`src/rtl/tmtw_pkg.sv`:
```
// Shared constants, codes and controller/datapath types for the text terminal writer.
package tmtw_pkg;

  localparam int DefaultColumns = 80;
  localparam int DefaultRows    = 25;

  localparam int CharW     = 8;
  localparam int ColourW   = 4;
  localparam int CellW     = 16;
  localparam int ColOutW   = 7;
  localparam int RowOutW   = 5;
  localparam int CfgIndexW = 1;
  localparam int CfgDataW  = 4;

  localparam logic OP_PUT   = 1'b0;
  localparam logic OP_CLEAR = 1'b1;

  localparam logic [CfgIndexW-1:0] REG_FOREGROUND = 1'b0;
  localparam logic [CfgIndexW-1:0] REG_BACKGROUND = 1'b1;

  localparam logic [CharW-1:0] CH_SPACE   = 8'h20;
  localparam logic [CharW-1:0] CH_NEWLINE = 8'h0A;
  localparam logic [CharW-1:0] CH_RETURN  = 8'h0D;

  localparam logic [ColourW-1:0] RESET_FOREGROUND = 4'd7;
  localparam logic [ColourW-1:0] RESET_BACKGROUND = 4'd0;

  typedef struct packed {
    logic accept;
    logic load_out;
  } tmtw_cmd_t;

  typedef struct packed {
    logic busy;
    logic out_free;
  } tmtw_status_t;

endpackage

```
`src/rtl/tmtw_if.sv`:
```
// Valid/ready channel interfaces for terminal input items and cursor results.
interface tmtw_in_if;
  logic                      valid;
  logic                      ready;
  logic                      op;
  logic [tmtw_pkg::CharW-1:0] char_code;

  modport source (output valid, op, char_code, input ready);
  modport sink   (input valid, op, char_code, output ready);
endinterface

interface tmtw_out_if;
  logic                        valid;
  logic                        ready;
  logic [tmtw_pkg::ColOutW-1:0] cursor_column;
  logic [tmtw_pkg::RowOutW-1:0] cursor_row;
  logic                        scrolled;

  modport source (output valid, cursor_column, cursor_row, scrolled, input ready);
  modport sink   (input valid, cursor_column, cursor_row, scrolled, output ready);
endinterface

```
`src/rtl/tmtw_ctrl.sv`:
```
// Controller state machine: sequences item acceptance, store sweeps and result hand-off.
module tmtw_ctrl (
  input  logic                   clk,
  input  logic                   rst,
  input  logic                   in_valid,
  output logic                   in_ready,
  input  tmtw_pkg::tmtw_status_t status,
  output tmtw_pkg::tmtw_cmd_t    cmd
);

  localparam logic [1:0] S_INIT = 2'd0;
  localparam logic [1:0] S_IDLE = 2'd1;
  localparam logic [1:0] S_WORK = 2'd2;

  logic [1:0] state;
  logic [1:0] state_next;

  always_comb begin
    state_next   = state;
    in_ready     = 1'b0;
    cmd.accept   = 1'b0;
    cmd.load_out = 1'b0;
    case (state)
      S_INIT: begin
        if (!status.busy) begin
          state_next = S_IDLE;
        end
      end
      S_IDLE: begin
        in_ready   = 1'b1;
        cmd.accept = in_valid;
        if (in_valid) begin
          state_next = S_WORK;
        end
      end
      S_WORK: begin
        if (!status.busy && status.out_free) begin
          cmd.load_out = 1'b1;
          state_next   = S_IDLE;
        end
      end
      default: begin
        state_next = S_IDLE;
      end
    endcase
  end

  always_ff @(posedge clk) begin
    if (rst) begin
      state <= S_INIT;
    end else begin
      state <= state_next;
    end
  end

endmodule

```
`src/rtl/tmtw_datapath.sv`:
```
// Datapath: cursor, colour registers, screen store with sweep engine, result register.
module tmtw_datapath #(
  parameter int Columns = tmtw_pkg::DefaultColumns,
  parameter int Rows    = tmtw_pkg::DefaultRows
) (
  input  logic                            clk,
  input  logic                            rst,
  input  tmtw_pkg::tmtw_cmd_t             cmd,
  output tmtw_pkg::tmtw_status_t          status,
  input  logic                            in_op,
  input  logic [tmtw_pkg::CharW-1:0]      in_char,
  input  logic                            cfg_we,
  input  logic [tmtw_pkg::CfgIndexW-1:0]  cfg_index,
  input  logic [tmtw_pkg::CfgDataW-1:0]   cfg_data,
  output logic                            out_valid,
  input  logic                            out_ready,
  output logic [tmtw_pkg::ColOutW-1:0]    out_column,
  output logic [tmtw_pkg::RowOutW-1:0]    out_row,
  output logic                            out_scrolled
);

  localparam int Cells  = Rows * Columns;
  localparam int AddrW  = $clog2(Cells);
  localparam int ColW   = $clog2(Columns);
  localparam int RowW   = $clog2(Rows);

  localparam logic [1:0] SW_RESET  = 2'd0;
  localparam logic [1:0] SW_FILL   = 2'd1;
  localparam logic [1:0] SW_SCROLL = 2'd2;

  localparam logic [ColW-1:0]  LastCol   = ColW'(Columns - 1);
  localparam logic [RowW-1:0]  LastRow   = RowW'(Rows - 1);
  localparam logic [AddrW-1:0] LastCell  = AddrW'(Cells - 1);
  localparam logic [AddrW-1:0] CopyLimit = AddrW'(Cells - Columns);
  localparam logic [AddrW:0]   RowStride = (AddrW + 1)'(Columns);

  localparam logic [tmtw_pkg::CellW-1:0] ResetBlank =
    {tmtw_pkg::RESET_BACKGROUND, tmtw_pkg::RESET_FOREGROUND, tmtw_pkg::CH_SPACE};

  logic [tmtw_pkg::ColourW-1:0] fg;
  logic [tmtw_pkg::ColourW-1:0] bg;
  logic [ColW-1:0]              cursor_col;
  logic [RowW-1:0]              cursor_row;
  logic                         scrolled;

  logic [ColW-1:0]              cursor_col_next;
  logic [RowW-1:0]              cursor_row_next;
  logic                         is_clear;
  logic                         is_print;
  logic                         advance_row;
  logic                         do_scroll;

  logic                         sweep_active;
  logic [AddrW-1:0]             sweep_idx;
  logic [1:0]                   sweep_mode;
  logic                         stage_valid;
  logic [AddrW-1:0]             stage_addr;
  logic                         stage_copy;
  logic [tmtw_pkg::CellW-1:0]   stage_data;

  logic                         copy_now;
  logic [AddrW-1:0]             rd_addr;
  logic [AddrW-1:0]             put_addr;
  logic [tmtw_pkg::CellW-1:0]   rd_data;
  logic [tmtw_pkg::CellW-1:0]   blank_cell;
  logic [tmtw_pkg::CellW-1:0]   mem [Cells];

  assign blank_cell = {bg, fg, tmtw_pkg::CH_SPACE};

  always_comb begin
    is_clear        = (in_op == tmtw_pkg::OP_CLEAR);
    is_print        = !is_clear && (in_char != tmtw_pkg::CH_NEWLINE)
                      && (in_char != tmtw_pkg::CH_RETURN);
    advance_row     = !is_clear && ((in_char == tmtw_pkg::CH_NEWLINE)
                      || (is_print && (cursor_col == LastCol)));
    do_scroll       = advance_row && (cursor_row == LastRow);
    cursor_col_next = '0;
    cursor_row_next = cursor_row;
    if (is_clear) begin
      cursor_row_next = '0;
    end else begin
      if (is_print && (cursor_col != LastCol)) begin
        cursor_col_next = cursor_col + 1'b1;
      end
      if (advance_row && !do_scroll) begin
        cursor_row_next = cursor_row + 1'b1;
      end
    end
  end

  // Config registers, cursor and scroll flag
  always_ff @(posedge clk) begin
    if (rst) begin
      fg         <= tmtw_pkg::RESET_FOREGROUND;
      bg         <= tmtw_pkg::RESET_BACKGROUND;
      cursor_col <= '0;
      cursor_row <= '0;
      scrolled   <= 1'b0;
    end else begin
      if (cfg_we && (cfg_index == tmtw_pkg::REG_FOREGROUND)) begin
        fg <= cfg_data;
      end
      if (cfg_we && (cfg_index == tmtw_pkg::REG_BACKGROUND)) begin
        bg <= cfg_data;
      end
      if (cmd.accept) begin
        cursor_col <= cursor_col_next;
        cursor_row <= cursor_row_next;
        scrolled   <= do_scroll;
      end
    end
  end

  // Sweep engine: one cell per cycle, through a registered write stage
  always_ff @(posedge clk) begin
    if (rst) begin
      sweep_active <= 1'b1;
      sweep_idx    <= '0;
      sweep_mode   <= SW_RESET;
      stage_valid  <= 1'b0;
    end else begin
      stage_valid <= sweep_active;
      if (cmd.accept && (is_clear || do_scroll)) begin
        sweep_active <= 1'b1;
        sweep_idx    <= '0;
        sweep_mode   <= is_clear ? SW_FILL : SW_SCROLL;
      end else if (sweep_active) begin
        sweep_idx <= sweep_idx + 1'b1;
        if (sweep_idx == LastCell) begin
          sweep_active <= 1'b0;
        end
      end
    end
  end

  assign copy_now = (sweep_mode == SW_SCROLL) && (sweep_idx < CopyLimit);
  assign rd_addr  = copy_now ? AddrW'({1'b0, sweep_idx} + RowStride) : sweep_idx;
  assign put_addr = AddrW'(32'(cursor_row) * 32'(Columns) + 32'(cursor_col));

  always_ff @(posedge clk) begin
    stage_addr <= sweep_idx;
    stage_copy <= copy_now;
    stage_data <= (sweep_mode == SW_RESET) ? ResetBlank : blank_cell;
  end

  always_ff @(posedge clk) begin
    if (stage_valid) begin
      mem[stage_addr] <= stage_copy ? rd_data : stage_data;
    end else if (cmd.accept && is_print) begin
      mem[put_addr] <= {bg, fg, in_char};
    end
    rd_data <= mem[rd_addr];
  end

  // Result register
  always_ff @(posedge clk) begin
    if (rst) begin
      out_valid <= 1'b0;
    end else if (cmd.load_out) begin
      out_valid <= 1'b1;
    end else if (out_ready) begin
      out_valid <= 1'b0;
    end
  end

  always_ff @(posedge clk) begin
    if (cmd.load_out) begin
      out_column   <= tmtw_pkg::ColOutW'(cursor_col);
      out_row      <= tmtw_pkg::RowOutW'(cursor_row);
      out_scrolled <= scrolled;
    end
  end

  assign status.busy     = sweep_active || stage_valid;
  assign status.out_free = !out_valid || out_ready;

`ifndef SYNTHESIS
  a_col_range: assert property (@(posedge clk) disable iff (rst)
    cursor_col <= LastCol)
    else $error("cursor column out of range");

  a_row_range: assert property (@(posedge clk) disable iff (rst)
    cursor_row <= LastRow)
    else $error("cursor row out of range");

  a_accept_not_busy: assert property (@(posedge clk) disable iff (rst)
    cmd.accept |-> !sweep_active && !stage_valid)
    else $error("item accepted during store sweep");

  a_load_when_free: assert property (@(posedge clk) disable iff (rst)
    cmd.load_out |-> (!out_valid || out_ready) && !status.busy)
    else $error("result loaded over a pending transaction");

  a_scroll_row: assert property (@(posedge clk) disable iff (rst)
    (cmd.accept && do_scroll) |=> (cursor_row == LastRow) && sweep_active)
    else $error("scroll did not hold cursor on last row");
`endif

endmodule

```
`src/rtl/text_mode_terminal_writer_unit.sv`:
```
// Top level of the character-cell text terminal writer.
// Usage:
//   in_ch  carries one item per transaction: op (put or clear) and char_code.
//   out_ch returns one result per item: cursor_column, cursor_row, scrolled.
//   cfg_we/cfg_index/cfg_data write foreground (index 0) and background
//   (index 1) colours; write only while no item is in flight.
// Timing:
//   A put of a printable byte, newline or carriage return without scroll goes
//   from acceptance through the work state to the result register once out_ch is free.
//   A scroll or a clear sweeps the Rows x Columns cell store, one cell per
//   cycle through a registered read and a write stage.
//   The next item is accepted as soon as the result is registered, even
//   while that result still waits on out_ch.
// Reset:
//   rst clears the cursor, restores the reset colours and runs a clearing
//   pass over the cell store; in_ch.ready rises in the cycle after it ends.
// Stall:
//   If out_ch.ready is low with a result pending, the next finished result
//   is held inside and in_ch.ready stays low until the output frees.
module text_mode_terminal_writer_unit #(
  parameter int Columns = tmtw_pkg::DefaultColumns,
  parameter int Rows    = tmtw_pkg::DefaultRows
) (
  input  logic                           clk,
  input  logic                           rst,
  tmtw_in_if.sink                        in_ch,
  tmtw_out_if.source                     out_ch,
  input  logic                           cfg_we,
  input  logic [tmtw_pkg::CfgIndexW-1:0] cfg_index,
  input  logic [tmtw_pkg::CfgDataW-1:0]  cfg_data
);

  tmtw_pkg::tmtw_cmd_t    cmd;
  tmtw_pkg::tmtw_status_t status;

  tmtw_ctrl u_ctrl (
    .clk      (clk),
    .rst      (rst),
    .in_valid (in_ch.valid),
    .in_ready (in_ch.ready),
    .status   (status),
    .cmd      (cmd)
  );

  tmtw_datapath #(
    .Columns (Columns),
    .Rows    (Rows)
  ) u_datapath (
    .clk          (clk),
    .rst          (rst),
    .cmd          (cmd),
    .status       (status),
    .in_op        (in_ch.op),
    .in_char      (in_ch.char_code),
    .cfg_we       (cfg_we),
    .cfg_index    (cfg_index),
    .cfg_data     (cfg_data),
    .out_valid    (out_ch.valid),
    .out_ready    (out_ch.ready),
    .out_column   (out_ch.cursor_column),
    .out_row      (out_ch.cursor_row),
    .out_scrolled (out_ch.scrolled)
  );

endmodule

```
`src/flat_wrapper.sv`:
```
// flat-port wrapper written by rule: the top's interface ports become plain ports
module text_mode_terminal_writer_unit_flat 
#(
  parameter int Columns = tmtw_pkg::DefaultColumns,
  parameter int Rows    = tmtw_pkg::DefaultRows
)
  (clk, rst, cfg_we, cfg_index, cfg_data, in_ch_valid, in_ch_op, in_ch_char_code, in_ch_ready, out_ch_valid, out_ch_cursor_column, out_ch_cursor_row, out_ch_scrolled, out_ch_ready);
  tmtw_in_if in_ch_i ();
  tmtw_out_if out_ch_i ();
  input  logic clk;
  input  logic rst;
  input  logic cfg_we;
  input  logic [tmtw_pkg::CfgIndexW-1:0] cfg_index;
  input  logic [tmtw_pkg::CfgDataW-1:0] cfg_data;
  input wire logic [$bits(in_ch_i.valid)-1:0] in_ch_valid;
  input wire logic [$bits(in_ch_i.op)-1:0] in_ch_op;
  input wire logic [$bits(in_ch_i.char_code)-1:0] in_ch_char_code;
  output wire logic [$bits(in_ch_i.ready)-1:0] in_ch_ready;
  output wire logic [$bits(out_ch_i.valid)-1:0] out_ch_valid;
  output wire logic [$bits(out_ch_i.cursor_column)-1:0] out_ch_cursor_column;
  output wire logic [$bits(out_ch_i.cursor_row)-1:0] out_ch_cursor_row;
  output wire logic [$bits(out_ch_i.scrolled)-1:0] out_ch_scrolled;
  input wire logic [$bits(out_ch_i.ready)-1:0] out_ch_ready;
  assign in_ch_i.valid = in_ch_valid;
  assign in_ch_i.op = in_ch_op;
  assign in_ch_i.char_code = in_ch_char_code;
  assign in_ch_ready = in_ch_i.ready;
  assign out_ch_valid = out_ch_i.valid;
  assign out_ch_cursor_column = out_ch_i.cursor_column;
  assign out_ch_cursor_row = out_ch_i.cursor_row;
  assign out_ch_scrolled = out_ch_i.scrolled;
  assign out_ch_i.ready = out_ch_ready;
  text_mode_terminal_writer_unit #(.Columns(Columns), .Rows(Rows)) u_core (.clk(clk), .rst(rst), .in_ch(in_ch_i), .out_ch(out_ch_i), .cfg_we(cfg_we), .cfg_index(cfg_index), .cfg_data(cfg_data));
endmodule
```
`config.mk`:
```
export PLATFORM = sky130hd
export DESIGN_NAME = text_mode_terminal_writer_unit_flat
export DESIGN_NICKNAME = d
export VERILOG_FILES = /design/src/rtl/tmtw_pkg.sv /design/src/rtl/tmtw_if.sv /design/src/rtl/tmtw_ctrl.sv /design/src/rtl/tmtw_datapath.sv /design/src/rtl/text_mode_terminal_writer_unit.sv /design/src/flat_wrapper.sv
export SDC_FILE = /design/constraint.sdc
export NUM_CORES = 1
export LEC_CHECK = 0
export BUFFER_PORTS_ARGS = -buffer_cell sky130_fd_sc_hd__buf_2
export CORE_MARGIN = 1
export CORE_UTILIZATION = 40
export DETAILED_ROUTE_END_ITERATION = 12
export PLACE_DENSITY = 0.65
export SLEW_MARGIN = 10
export SYNTH_ARGS = -nofsm -noshare
export SYNTH_HDL_FRONTEND = slang
export SYNTH_SLANG_ARGS = --single-unit
```
`constraint.sdc`:
```
create_clock -name clk -period 4.62 [get_ports clk]
set_clock_uncertainty 0.1 [all_clocks]
set_input_delay 0.462 -clock clk [delete_from_list [all_inputs] [get_ports clk]]
set_output_delay 0.462 -clock clk [all_outputs]
set_load 0.02 [all_outputs]
```
==> impl_results.md <==
- Worst setup path startpoint: u_core.u_datapath.cursor_col[0]
- Number of sinks handled by clock tree synthesis: 42
- Tmin final: 2.00 ns
- Combined global-route utilization of all metal layers: 0.144
- Die Outline Area: 4830 sq um
- Cts bufs inserted: 5
- CTS-repair resized insts: 0
- Number of failing setup endpoints in the final timing report: 0
- Number of placed cells counting well taps: 257
- Transition time of the tightest slew-check pin: 1.06 ns
- Net count of the mapped netlist: 207
- Worst supply voltage drop on vdd: 0.182 mV
- HPWL after DPL: 2110 um
- Initial antenna violation count: 0
- Hold_ws: 0.345 ns
- Setup Total Neg Slack: 0 ns
- Drt via density: 5.30
- Pin count of the biggest net entering global routing: 17
- CP startpoint kind: flip-flop
- Setup crit end kind: flip-flop
- Post-CTS setup buffer count: 0
- Class of the most critical setup path: flip-flop to flip-flop
- Hold-fix buffer count after cts: 0
- Fin util: 0.483
- RSZ-0062 raised after global routing: false
- Die Wd: 69.5 um
- Cell count after synthesis: 184
- Number of synthesized flops with an enable pin: 13
- Die Height: 69.5 um
- Ranking of synthesized cells by instance count: 29 x sky130_fd_sc_hd__dfxtp_1, 22 x sky130_fd_sc_hd__nor2_1, 17 x sky130_fd_sc_hd__nand2_1, 13 x sky130_fd_sc_hd__edfxtp_1, 11 x sky130_fd_sc_hd__nand4_1
- ANT nets after route: 0
- Cell area after synthesis: 1820 sq um
- Reg area: 971 sq um
- Clock Tree Root: sky130_fd_sc_hd__clkbuf_8
- Weighted congestion reported at the end of routability-driven placement: 0.816
- Number of violations of the max-capacitance limit: 0
- Largest buffer count on any clock path: 2
- Setup slack of the worst register-to-register path: 2.62 ns
- Endpoint of the worst setup timing path: u_core.u_datapath.sweep_idx[10]
- Rows: 24
- Boundary pin count: 34
- DR WL/cell: 12.0 um
- Required time of the worst setup path: 4.69 ns
- Number of levels in the clock H-tree: 2
- Total of warnings raised by yosys: 0
- Number of DRC markers after the initial detailed-route iteration: 91
- Clk_lat worst skew: 0.29 ns
- Effective utilization at floorplan: 0.418
- Clock input transition at the sequential cells of the worst setup and hold paths: 0.09 ns
- Non-Filler Cell Area, Final: 2100 sq um
- Remaining global-route overflow: 0
- Max-slew violation count: 0
- Placed cell area: 1990 sq um
- Power density over cell area: 329 nW/um^2
- Launch point of the worst reg-to-reg path: u_core.u_datapath.cursor_col[0]
- Reg2Reg Capture Point: u_core.u_datapath.sweep_idx[10]
- Synthesized area divided by synthesized cell count: 9.90 sq um
- Top achievable clock speed: 499 MHz
- Period Utilization, post-route: 0.434
- Share of flip-flops with an asynchronous set or reset after synthesis: 0
- Cell variety after synth: 43
- Number of vias after detailed routing: 1404
- Total iterations of the first detailed-routing run: 4
- TritonCTS clock tree: done
- Static Leak: 0.000771 uW
- Most frequently used cell type in the post-synthesis netlist: sky130_fd_sc_hd__dfxtp_1
- Maximum fanout along the worst path: 12
- Number of input and output port buffers inserted: 27
- Total area of multi-input combinational cells: 808 sq um
- Flops & latches, synth: 42
- Normalized max-slew margin: 0.287
- Arrival time of the worst setup path: 2.08 ns
- Layout overhead on the synthesized area: 15.5%
- Finished Layout Cells: 265
- Proportion of layout cells with a drive suffix above 1: 0.192
- Post-synth top area share: 0.319
- Wire length of the first global-routing pass: 5530 um
- Number of inserted filler cells in the final layout: 410
- Most common flop cell mapped by yosys: sky130_fd_sc_hd__dfxtp_1
- Core outline area: 4350 sq um
- Hold Fails Final Rpt: 0
- Final net count: 235
- Number of diodes added for antenna fixing: 0
- Leading post-synthesis cells by cell area: sky130_fd_sc_hd__dfxtp_1 32%, sky130_fd_sc_hd__edfxtp_1 21%, sky130_fd_sc_hd__nor2_1 4.5%
- Cell type with the largest total area after synthesis: sky130_fd_sc_hd__dfxtp_1
- Final WL: 3190 um
- Run status: finished clean
- Drc violations: 0
- Type of the most critical hold path: flip-flop to flip-flop
- Vias in the first global route: 1277
- Number of cells on the worst reg-to-reg path: 6
- Seq/Total Area, Yosys: 0.533
==> how the worst min path moves through the flow <==
| stage | start | cells past startpoint | end | slack (ns) |
|---|---|---|---|---|
| 2_1_floorplan | u_core.u_datapath.scrolled | 0 | u_core.u_datapath.out_scrolled | 0.31 |
| 6_report | u_core.u_datapath.scrolled | 0 | u_core.u_datapath.out_scrolled | 0.35 |
| 3_5_place_dp | u_core.u_datapath.scrolled | 0 | u_core.u_datapath.out_scrolled | 0.34 |
| 3_3_place_gp | u_core.u_datapath.scrolled | 0 | u_core.u_datapath.out_scrolled | 0.34 |
| 4_1_cts | u_core.u_datapath.scrolled | 0 | u_core.u_datapath.out_scrolled | 0.35 |
| 5_1_grt | u_core.u_datapath.scrolled | 0 | u_core.u_datapath.out_scrolled | 0.35 |
==> layout by cell type (no fill, tap or decap), drive strengths merged <==
master	count
and3	1
a31o	1
xor2	6
nor2b	4
a21o	1
a21oi	10
nand3	11
buf	27
nor3	5
edfxtp	13
xnor2	4
nand2b	1
nand4	11
and2	2
or2	3
a22o	1
nor2	22
nand3b	1
dfxtp	29
and3b	1
or3	2
clkbuf	6
bufinv	1
inv	4
nor3b	1
nor4b	1
a211oi	2
clkinvlp	1
nor4	1
a31oi	5
o21ai	7
nand4b	1
a32oi	1
a221oi	1
nor4bb	1
mux2i	1
nand2	17
ha	4
a311oi	1
a211o	1
==> final cells by class <==
cell class                      instances  share of cell area
Clock inverter                          2              0.0178
Multi-Input combinational cell        132               0.384
Tap cell                               52              0.0309
Timing Repair Buffer                   27              0.0642
Clock buffer                            6              0.0345
Inverter                                4             0.00713
Sequential cell                        42               0.461
==> logic make-up (layout without fill, tap and decap cells) <==
logic type / Yosys count / count (layout) / share of synthesized area
xor gates and xnor gates: 10 / 10 / 0.0481
and+or+nand+nor: 86 / 86 / 0.251
buffers and inverters: 10 / 39 / 0.0233
muxes: 1 / 1 / 0.00549
adders and majority gates: 4 / 4 / 0.0275
DFF: 42 / 42 / 0.533
AOI/OAI and AO/OA: 31 / 31 / 0.112
==> power breakdown <==
group	switching (uW)	total [uW]	internal [uW]
Combinational	12.9	22.9	10.0
Clock	126	287	161
Sequential	2.82	383	380
Total	142	693	551
==> flip-flops by register name (all words and copies together), names as in the netlist <==
| signal | cells |
|---|---|
| u_core.u_datapath.out_valid | 1 |
| u_core.u_datapath.stage_valid | 1 |
| u_core.u_ctrl.state | 2 |
| u_core.u_datapath.out_scrolled | 1 |
| u_core.u_datapath.sweep_idx | 11 |
| u_core.u_datapath.cursor_row | 5 |
| u_core.u_datapath.out_column | 7 |
| u_core.u_datapath.out_row | 5 |
| u_core.u_datapath.sweep_active | 1 |
| u_core.u_datapath.cursor_col | 7 |
| u_core.u_datapath.scrolled | 1 |
==> through the flow <==
stage | setup slack, ns | total power [uW]
global placement | 2.52 | 414
floorplan | 2.81 | 406
finish | 2.62 | 693
global route | 2.43 | 717
CTS | 2.58 | 700
detailed placement | 2.50 | 414
==> critical path, stage by stage, from the launching register on <==
cell                      delay [ns]
sky130_fd_sc_hd__dfxtp_1        0.40
sky130_fd_sc_hd__ha_1           0.25
sky130_fd_sc_hd__nand3_2        0.12
sky130_fd_sc_hd__nor4b_4        0.35
sky130_fd_sc_hd__a22o_2         0.26
sky130_fd_sc_hd__a31o_2         0.32
sky130_fd_sc_hd__nor2_1         0.08
==> layer usage <==
| layer | track usage | up-vias | wire (um) |
|---|---|---|---|
| li1 | - | 721 | - |
| met3 | 0.0465 | 2 | 157 |
| met2 | 0.234 | 31 | 1410 |
| met5 | 0 | - | 0 |
| met4 | 0.0522 | 0 | 21 |
| met1 | 0.178 | 650 | 1590 |
Power figures use the tool's default switching activity.
